`config.mk`:
```
export PLATFORM = sky130hd
export DESIGN_NAME = can_message_priority_queue_aging
export DESIGN_NICKNAME = d
export VERILOG_FILES = /design/src/hw/rtl/cmpq_pkg.sv /design/src/hw/rtl/can_message_priority_queue_aging.sv /design/src/hw/rtl/cmpq_alu.sv /design/src/hw/rtl/cmpq_mem.sv
export SDC_FILE = /design/constraint.sdc
export NUM_CORES = 2
export LEC_CHECK = 0
export BUFFER_PORTS_ARGS = -buffer_cell sky130_fd_sc_hd__buf_4
export CORE_ASPECT_RATIO = 1.2
export CORE_UTILIZATION = 38
export DETAILED_ROUTE_END_ITERATION = 10
export PLACE_DENSITY_LB_ADDON = 0.12
export SLEW_MARGIN = 20
export SYNTH_ARGS = -nofsm -noshare
export SYNTH_HDL_FRONTEND = slang
export SYNTH_SLANG_ARGS = --single-unit
```
`constraint.sdc`:
```
create_clock -name i_clk -period 17.93 [get_ports i_clk]
set_clock_uncertainty 0.05 [all_clocks]
set_input_delay 3.586 -clock i_clk [delete_from_list [all_inputs] [get_ports i_clk]]
set_output_delay 3.586 -clock i_clk [all_outputs]
set_load 0.005 [all_outputs]
```
`src/hw/rtl/cmpq_pkg.sv`:
```
// ----------------------------------------------------------------------------
// cmpq_pkg
// types and constants shared by the message priority queue modules
// ----------------------------------------------------------------------------
package cmpq_pkg;

    localparam int unsigned ID_W   = 11;
    localparam int unsigned LEN_W  = 4;
    localparam int unsigned DATA_W = 64;
    localparam int unsigned OCC_W  = 5;
    localparam int unsigned IN_TDATA_W  = 80;
    localparam int unsigned OUT_TDATA_W = 88;
    localparam int unsigned OUT_TUSER_W = 2;

    localparam logic CMD_INSERT = 1'b0;
    localparam logic CMD_POP    = 1'b1;

    typedef struct packed {
        logic [ID_W-1:0]   prio;
        logic [ID_W-1:0]   id;
        logic [LEN_W-1:0]  len;
        logic [DATA_W-1:0] data;
    } t_ent;

    typedef struct packed {
        logic            le;
        logic [ID_W-1:0] dec;
    } t_alu_res;

    typedef enum logic [2:0] {
        ST_IDLE,
        ST_INS_RD,
        ST_INS_CMP,
        ST_INS_PUT,
        ST_POP_RD,
        ST_POP_WR,
        ST_HEAD,
        ST_DONE
    } t_state;

endpackage

```
`src/hw/rtl/can_message_priority_queue_aging.sv`:
```
// ----------------------------------------------------------------------------
// can_message_priority_queue_aging
// sorted message queue with priority aging, walked one entry at a time
// ----------------------------------------------------------------------------
// input stream: tuser is the command (0 insert, 1 pop), tdata the message.
// every input transfer yields exactly one output transfer reporting the head
// after the operation, the drop flag and the occupancy.
// an insert walks from the tail towards the head through the entry memory,
// shifting larger priorities up by one. a pop walks from the head to the
// tail, moving each entry down and decrementing its priority in the shared
// unit. every entry moved takes one read and one write through the memory
// ports (one read, one write). an insert into a full queue or a pop on an
// empty queue skips the walk. the result becomes valid in the same cycle
// as the next transfer can be accepted.
// s_tready is high only while no operation is in progress.
// the result sits in an output register; a further transfer is accepted
// while it waits, and the next result waits in the sequencer until taken.
// reset empties the queue and discards any pending result.
// ----------------------------------------------------------------------------
module can_message_priority_queue_aging #(
    parameter int unsigned DEPTH = 16
) (
    input  logic                                i_clk,
    input  logic                                i_rst_n,
    input  logic                                i_s_tvalid,
    output logic                                o_s_tready,
    // msg_id, msg_length, msg_data, zero pad
    input  logic [cmpq_pkg::IN_TDATA_W-1:0]     i_s_tdata,
    // command
    input  logic                                i_s_tuser,
    output logic                                o_m_tvalid,
    input  logic                                i_m_tready,
    // head_id, head_length, head_data, occupancy, zero pad
    output logic [cmpq_pkg::OUT_TDATA_W-1:0]    o_m_tdata,
    // head_valid, insert_dropped
    output logic [cmpq_pkg::OUT_TUSER_W-1:0]    o_m_tuser
);
    import cmpq_pkg::*;

    localparam int unsigned AW = $clog2(DEPTH);
    localparam int unsigned CW = $clog2(DEPTH + 1);

    t_state r_state, n_state;
    logic [ID_W-1:0] r_key, n_key;
    logic [LEN_W-1:0] r_len, n_len;
    logic [DATA_W-1:0] r_data, n_data;
    logic [AW-1:0]   r_idx, n_idx;
    logic [CW-1:0]   r_count, n_count;
    logic            r_drop, n_drop;

    logic                    r_m_tvalid, n_m_tvalid;
    logic [OUT_TDATA_W-1:0]  r_m_tdata, n_m_tdata;
    logic [OUT_TUSER_W-1:0]  r_m_tuser, n_m_tuser;

    logic          w_we, w_re;
    logic [AW-1:0] w_waddr, w_raddr;
    t_ent          w_wdata, w_rdata, w_new;
    t_alu_res      w_alu;
    logic          w_out_free;
    logic          w_head_valid;

    cmpq_mem #(.DEPTH(DEPTH)) u_mem (
        .i_clk   (i_clk),
        .i_we    (w_we),
        .i_waddr (w_waddr),
        .i_wdata (w_wdata),
        .i_re    (w_re),
        .i_raddr (w_raddr),
        .o_rdata (w_rdata)
    );

    cmpq_alu u_alu (
        .i_prio (w_rdata.prio),
        .i_key  (r_key),
        .o_res  (w_alu)
    );

    assign w_new        = '{prio: r_key, id: r_key, len: r_len, data: r_data};
    assign w_out_free   = !r_m_tvalid || i_m_tready;
    assign w_head_valid = (r_count != '0);

    always_ff @(posedge i_clk) begin
        if (!i_rst_n) begin
            r_state    <= ST_IDLE;
            r_count    <= '0;
            r_m_tvalid <= 1'b0;
        end else begin
            r_state    <= n_state;
            r_count    <= n_count;
            r_m_tvalid <= n_m_tvalid;
        end
        r_key     <= n_key;
        r_len     <= n_len;
        r_data    <= n_data;
        r_idx     <= n_idx;
        r_drop    <= n_drop;
        r_m_tdata <= n_m_tdata;
        r_m_tuser <= n_m_tuser;
    end

    always_comb begin
        n_state    = r_state;
        n_key      = r_key;
        n_len      = r_len;
        n_data     = r_data;
        n_idx      = r_idx;
        n_count    = r_count;
        n_drop     = r_drop;
        n_m_tvalid = r_m_tvalid && !i_m_tready;
        n_m_tdata  = r_m_tdata;
        n_m_tuser  = r_m_tuser;
        o_s_tready = 1'b0;
        w_we       = 1'b0;
        w_waddr    = r_idx;
        w_wdata    = w_rdata;
        w_re       = 1'b0;
        w_raddr    = r_idx;

        unique case (r_state)
            ST_IDLE: begin
                o_s_tready = 1'b1;
                if (i_s_tvalid) begin
                    n_key  = i_s_tdata[10:0];
                    n_len  = i_s_tdata[14:11];
                    n_data = i_s_tdata[78:15];
                    n_drop = 1'b0;
                    n_state = ST_HEAD;
                    if (i_s_tuser == CMD_INSERT) begin
                        if (r_count == CW'(DEPTH)) begin
                            n_drop = 1'b1;
                        end else if (r_count == '0) begin
                            n_idx   = '0;
                            n_state = ST_INS_PUT;
                        end else begin
                            n_idx   = AW'(r_count - CW'(1));
                            n_state = ST_INS_RD;
                        end
                    end else begin
                        if (r_count == CW'(1)) begin
                            n_count = '0;
                        end else if (r_count != '0) begin
                            n_idx   = AW'(1);
                            n_state = ST_POP_RD;
                        end
                    end
                end
            end
            ST_INS_RD: begin
                w_re    = 1'b1;
                n_state = ST_INS_CMP;
            end
            ST_INS_CMP: begin
                if (w_alu.le) begin
                    n_idx   = r_idx + AW'(1);
                    n_state = ST_INS_PUT;
                end else begin
                    w_we    = 1'b1;
                    w_waddr = r_idx + AW'(1);
                    if (r_idx == '0) begin
                        n_state = ST_INS_PUT;
                    end else begin
                        n_idx   = r_idx - AW'(1);
                        n_state = ST_INS_RD;
                    end
                end
            end
            ST_INS_PUT: begin
                w_we    = 1'b1;
                w_wdata = w_new;
                n_count = r_count + CW'(1);
                n_state = ST_HEAD;
            end
            ST_POP_RD: begin
                w_re    = 1'b1;
                n_state = ST_POP_WR;
            end
            ST_POP_WR: begin
                w_we         = 1'b1;
                w_waddr      = r_idx - AW'(1);
                w_wdata.prio = w_alu.dec;
                if (CW'(r_idx) == r_count - CW'(1)) begin
                    n_count = r_count - CW'(1);
                    n_state = ST_HEAD;
                end else begin
                    n_idx   = r_idx + AW'(1);
                    n_state = ST_POP_RD;
                end
            end
            ST_HEAD: begin
                w_re    = 1'b1;
                w_raddr = '0;
                n_state = ST_DONE;
            end
            ST_DONE: begin
                if (w_out_free) begin
                    n_m_tvalid = 1'b1;
                    if (w_head_valid) begin
                        n_m_tdata = {4'b0, OCC_W'(r_count), w_rdata.data,
                                     w_rdata.len, w_rdata.id};
                    end else begin
                        n_m_tdata = {4'b0, OCC_W'(r_count), 79'b0};
                    end
                    n_m_tuser = {r_drop, w_head_valid};
                    n_state   = ST_IDLE;
                end
            end
            default: begin
                n_state = ST_IDLE;
            end
        endcase
    end

    assign o_m_tvalid = r_m_tvalid;
    assign o_m_tdata  = r_m_tdata;
    assign o_m_tuser  = r_m_tuser;

endmodule

```
`src/hw/rtl/cmpq_alu.sv`:
```
// ----------------------------------------------------------------------------
// cmpq_alu
// shared priority unit: compare against the search key and aged decrement
// ----------------------------------------------------------------------------
module cmpq_alu (
    input  logic [cmpq_pkg::ID_W-1:0] i_prio,
    input  logic [cmpq_pkg::ID_W-1:0] i_key,
    output cmpq_pkg::t_alu_res        o_res
);
    import cmpq_pkg::*;

    always_comb begin
        o_res.le  = (i_prio <= i_key);
        o_res.dec = (i_prio == '0) ? '0 : i_prio - ID_W'(1);
    end

endmodule

```
`src/hw/rtl/cmpq_mem.sv`:
```
// ----------------------------------------------------------------------------
// cmpq_mem
// entry storage, one write port and one registered read port
// ----------------------------------------------------------------------------
module cmpq_mem #(
    parameter int unsigned DEPTH = 16
) (
    input  logic                     i_clk,
    input  logic                     i_we,
    input  logic [$clog2(DEPTH)-1:0] i_waddr,
    input  cmpq_pkg::t_ent           i_wdata,
    input  logic                     i_re,
    input  logic [$clog2(DEPTH)-1:0] i_raddr,
    output cmpq_pkg::t_ent           o_rdata
);
    import cmpq_pkg::*;

    t_ent r_mem [DEPTH];
    t_ent r_rdata;

    always_ff @(posedge i_clk) begin
        if (i_we) begin
            r_mem[i_waddr] <= i_wdata;
        end
        if (i_re) begin
            r_rdata <= r_mem[i_raddr];
        end
    end

    assign o_rdata = r_rdata;

endmodule

```
# Yosys cells after proc, flatten, opt, wreduce, memory -nomap -nowiden
# Memory sizes are Yosys's and may differ from the RTL's. A register that Yosys moved wholly into a read port is not among the register bits.
# Index checks and enable logic that the tools add are counted.
[word_totals]
out_inout_bits = 92
latch_bits = 0
elab_cells = 97
ramBits = 1440
rom_bits = 0
input_bits = 85
regBits = 183
n_memories = 1
[op_classes]
mux = 41
n_shift = 0
n_eq_ne = 20
n_bitwise = 0
div = 0
reduce_logical = 18
multipliers = 0
add_sub_neg = 5
magnitude_cmp = 1
[mem_list]
columns = ["memory", "depth", "width", "read_ports", "rd_clocked_by_memory_dff", "wr", "line", "source"]
rows = [
  ["u_mem.r_mem", 16, 90, 1, 1, 1, "cmpq_mem.sv:18", "t_ent r_mem [DEPTH];"],
]
[op_table]
columns = ["cell", "count"]
rows = [
  ["two-way mux 79 bit", 1],
  ["two-way mux 4 bit", 11],
  ["case mux 3 bit (8 select lines)", 1],
  ["case mux 11 bit (2 select lines)", 1],
  ["two-way mux 5 bit", 4],
  ["case mux 5 bit (3 select lines)", 1],
  ["== test 3 bit (second input constant)", 4],
  ["two-way mux 2 bit", 6],
  ["two-way mux 3 bit", 4],
  ["!= test 2 bit (second input constant)", 6],
  ["case mux 4 bit (3 select lines)", 1],
  ["less-or-equal comparator 11 bit", 1],
  ["logical NOT 11 bit", 1],
  ["two-way mux 11 bit", 1],
  ["subtractor 11 x 1 -> 11 bit (second input constant)", 1],
  ["!= test 3 bit (second input constant)", 3],
  ["two-way mux 1 bit", 8],
  ["case mux 4 bit (2 select lines)", 1],
  ["AND reduction 7 bit", 1],
  ["== test 3 x 2 -> 1 bit (second input constant)", 2],
  ["AND reduction 2 bit", 3],
  ["nonzero test 3 bit", 2],
  ["adder 5 x 1 -> 5 bit (second input constant)", 1],
  ["== test 4 x 5 -> 1 bit", 1],
  ["other kinds (18)", 19],
]

# Logic depth before layout (Yosys ltp)
[logic_depth]
ltp_word = 6
ltp_mapped = 12
ltp_nobuf = 9

# Modules after synthesis
# A second synthesis with hierarchy kept.
[hier_totals]
hier_cells = 3112
hier_area_um2 = 65115.0
[by_module_without_submodules]
columns = ["mod", "instances", "area_each_um2", "seq_area_each_um2", "cells_each"]
rows = [
  ["cmpq_mem", 1, 56504.2, 45944.1, 2306],
  ["can_message_priority_queue_aging", 1, 8057.7, 5285.1, 729],
  ["cmpq_alu", 1, 553.0, 0.0, 77],
]

# Worst setup path before layout
# OpenSTA, ideal clock, no wires.
[synth_timing]
path_kind = "register to register"
start = "reg u_mem.o_rdata[85] (netlist name)"
end = "mem u_mem.r_mem[2][0] (netlist name) (enable)"
t_required_ns = 17.231
path_buffers = 0
synth_period_minus_slack_ns = 8.863
setup_slack_ns = 9.067
path_stages_with_launch = 9
setup_ns = 0.649
arrival_ns = 8.164
path_cell_list = "edfxtp_1 ha_1 nand2_1 o21ai_1 or3b_1 a21oi_4 and2_1 o21ai_1 nor3_1"
[synth_between]
elab_chain_len = 5
elab_cells_between_ends = 7
classes_between = "1 x order compare; 6 x mux"
[synth_rtl]
columns = ["element", "line", "source"]
rows = [
  ["less-or-equal comparator 11 bit (*)", "cmpq_alu.sv:13", "o_res.le = (i_prio <= i_key);"],
  ["two-way mux 1 bit", "can_message_priority_queue_aging.sv:153", "if (w_alu.le) begin"],
  ["case mux 1 bit (2 select lines)", "can_message_priority_queue_aging.sv:119", "unique case (r_state)"],
  ["two-way mux 1 bit", "cmpq_mem.sv:22", "if (i_we) begin"],
  ["two-way mux 1 bit (implied by the code)", "cmpq_mem.sv:23", "r_mem[i_waddr] <= i_wdata;"],
  ["end, declared", "cmpq_mem.sv:18", ""],
]
# Mark *: on every way between the ends. The rest lies on a longest branch, timed or not.

# Final worst setup path
[layout_timing]
start = "reg r_state[2]"
end = "out o_s_tready"
[layout_between]
elab_chain_len = 2
[layout_rtl]
columns = ["element", "line", "source"]
rows = [
  ["start, declared", "can_message_priority_queue_aging.sv:43", "t_state r_state, n_state;"],
  ["start signal, assigned", "can_message_priority_queue_aging.sv:88", "r_state <= n_state;"],
  ["logical NOT 3 bit", "can_message_priority_queue_aging.sv:119", ""],
  ["two-way mux 1 bit", "can_message_priority_queue_aging.sv:119", ""],
  ["end, declared", "can_message_priority_queue_aging.sv:26", "output logic o_s_tready,"],
]
# No other way between the ends.

==> impl_metrics.ini <==
[logic_synthesis]
ys_ff_latch = 1709
async_flop_share_pct = 0
syn_inst = 3897
synth.distinct_cells = 61
synthFlopType = edfxtp_1
yosys_warnings = 0
synth-edff-count = 1700
syn_area_mm2 = 0.0654
syn_avg_cell_area_um2 = 16.8
yosysSeqAreaShare_pct = 78.3

[floorplanning]
core_mm2 = 0.171
chipHeight_um = 456
io-pin-count = 177
die_x_um = 381
die-area_mm2 = 0.174
initial_core_util_pct = 38.3
core.rowCount = 166

[clocking]
ctsHoldBuffers = 0
cts_tree = done
clock_sinks = 1709
clockBufferDepth = 3
numCtsBuffers = 173
post_cts_resized = 0
post_cts_buffers = 0
htree_num_levels = 4
root_buffer = clkbuf_16
worstSkewPairLatency_ns = 0.82
clk_pin_slew_ns = 0.07

[placement]
post-place-cells = 6167
placed_cell_area_mm2 = 0.0690
numPortBuffers = 171
dp_hpwl_um = 80900
gp_congestion = 0.745

[sta]
fin_crit_sh_pct = 32.5
hold-worst-slack_ns = 0.522
min_period_ns = 5.82
tightestPinTransition_ns = 1.14
slew_headroom_pct = 24.3
tns_ns = 0
fmax_ghz = 0.172
rsz0062_at_grt = no
setup_violations = 0
slew_violations = 0
hold_viol_final = 0

[worst_setup_path]
crit_path_cell_trace = nor2_1 > nand2_1 > inv_1 > buf_4
slowest_delay_ns = 0.64
required_ns = 14.29
crit_fanout = 12
end_kind = output port
cpMaxStageDelayCell = dfxtp_1
critPathBufInv = 2
arrival_ns = 2.18
worstSetupPathType = flip-flop to output port
path_delay_family = flip-flops
crit_path_start_kind = flip-flop

[detailed_routing]
vias_per_cell = 5.49
dr.pass1.iters = 5
dr.first_iter.drc_count = 2713
wl_per_cell_um = 26.6
wl_um = 172000
postRouteAntennaNets = 0
vias = 35500
drc = 0

[global_route]
grt_pass1_vias = 36500
antenna_found_initial = 4
globalRouteTotalUtil_pct = 19.5
grt_pass1_wl_um = 249000
grt_overflow = 0
grt_max_degree = 164

[finish]
nFillCells = 15200
nets = 4179
design_area_mm2 = 0.0745
drive_gt1_share_pct = 12.4
layout.cells.non_filler = 6479
area_growth_syn_to_layout_pct = 13.9
final_util_pct = 43.6

[run]
maxCapViolCount = 0

[power]
peakVddDrop_v = 0.000164
p_leak_nw = 24.1
powerDensity_mw_per_mm2 = 184

[min_path]
hold_class = flip-flop to flip-flop

[run_status]
status = completed
-- per-layer routing --
layer	vias to the layer above	routed length, µm	global-route usage (%)
met4	2	3730	5.45
met1	18500	78200	26.8
met3	235	7260	2.85
li1	16000	-	-
met5	-	13	0
met2	809	82900	32.1
-- power by group --
part           internal [W]  switching, W  leakage, nW
Sequential          0.00573      0.000212         15.5
Clock               0.00201       0.00151         2.64
Combinational       0.00118       0.00305         5.98
Total               0.00892       0.00477         24.1
-- worst paths after layout --
kind / slack [ns] / start / depth (start not counted) / endpoint
worst max-delay path: 12.11 / r_state[2]$_SDFFE_PN0P_ / 4 / o_s_tready
worst min-delay path: 0.52 / u_mem.o_rdata[57]$_DFFE_PP_ / 1 / o_m_tdata[72]$_SDFFCE_PP0P_
worst max register to register: 13.01 / r_key[9]$_DFFE_PP_ / 10 / u_mem.r_mem[0][52]$_DFFE_PP_
worst min register to register: 0.52 / u_mem.o_rdata[57]$_DFFE_PP_ / 1 / o_m_tdata[72]$_SDFFCE_PP0P_
-- layout make-up --
class | instances | area [µm²] | area share [%]
clock buffers | 224 | 4580 | 6.16
multi-input cells | 1908 | 12900 | 17.3
clock inverters | 85 | 842 | 1.13
repair buffers | 262 | 2040 | 2.74
well taps | 2268 | 2840 | 3.81
flip-flops and latches | 1709 | 51200 | 68.8
inverters | 21 | 81.3 | 0.109
diodes | 2 | 5.00 | 0.00672
-- metrics by stage --
step	worst slack (ns)	total power [W]
6_report	12.11	0.0137
4_1_cts	12.10	0.0138
5_1_grt	12.00	0.0143
3_5_place_dp	12.27	0.0103
2_1_floorplan	9.07	0.00888
3_3_place_gp	12.27	0.0102
-- Yosys cell counts, types with 6 or more instances --
master,instances,area (µm²)
nor2b_1,80,500
ha_1,19,238
dfxtp_1,9,180
o22ai_1,362,2260
clkbuf_1,133,499
xnor2_1,7,61.3
buf_4,30,225
buf_2,56,280
a21oi_1,381,1910
edfxtp_1,1700,51000
o21ai_0,27,135
nor3_1,24,120
a31oi_1,6,37.5
inv_1,19,71.3
buf_6,36,405
nand3_1,11,55.1
a22oi_1,6,45.0
nand2_1,244,916
a211oi_1,277,2080
mux2i_1,361,3610
nor2_1,31,116
buf_1,7,26.3
-- placed cells by master, fill, tap and decap left out, types with 5 or more instances in the layout --
cell          n
edfxtp_1   1700
a21oi_1     381
o22ai_1     362
mux2i_1     361
a211oi_1    277
buf_4       256
nand2_1     242
clkbuf_16   176
nor2b_1      79
clkbuf_1     48
clkinv_1     39
nor2_1       29
o21ai_0      27
inv_1        19
ha_1         19
clkinv_2     19
nor3_2       17
bufinv_16    14
nand3_1      11
dfxtp_1       9
nor3_1        8
xnor2_1       7
a22oi_1       6
buf_12        6
o21ai_1       5
xor2_1        5
-- logic make-up (layout without fill, tap and decap cells) --
group	Yosys count	count (layout)	share of synthesized area, %
muxes	362	362	5.54
DFF	1709	1709	78.3
buffers and inverters	283	592	2.32
and+or+nand+nor	420	420	2.93
AOI/OAI and AO/OA	1089	1089	10.3
other	1	6	0.00573
xor gates and xnor gates	14	14	0.210
adders and majority gates	19	19	0.363
-- sequential cells by signal (all words and copies together) (netlist names) --
signal	count
r_drop	1
r_key	11
u_mem.o_rdata	90
u_mem.r_mem	1440
o_m_tuser	2
o_m_tdata	84
r_idx	4
r_len	4
r_state	3
r_data	64
o_m_tvalid	1
r_count	5
(Power assumes the default switching activity.)
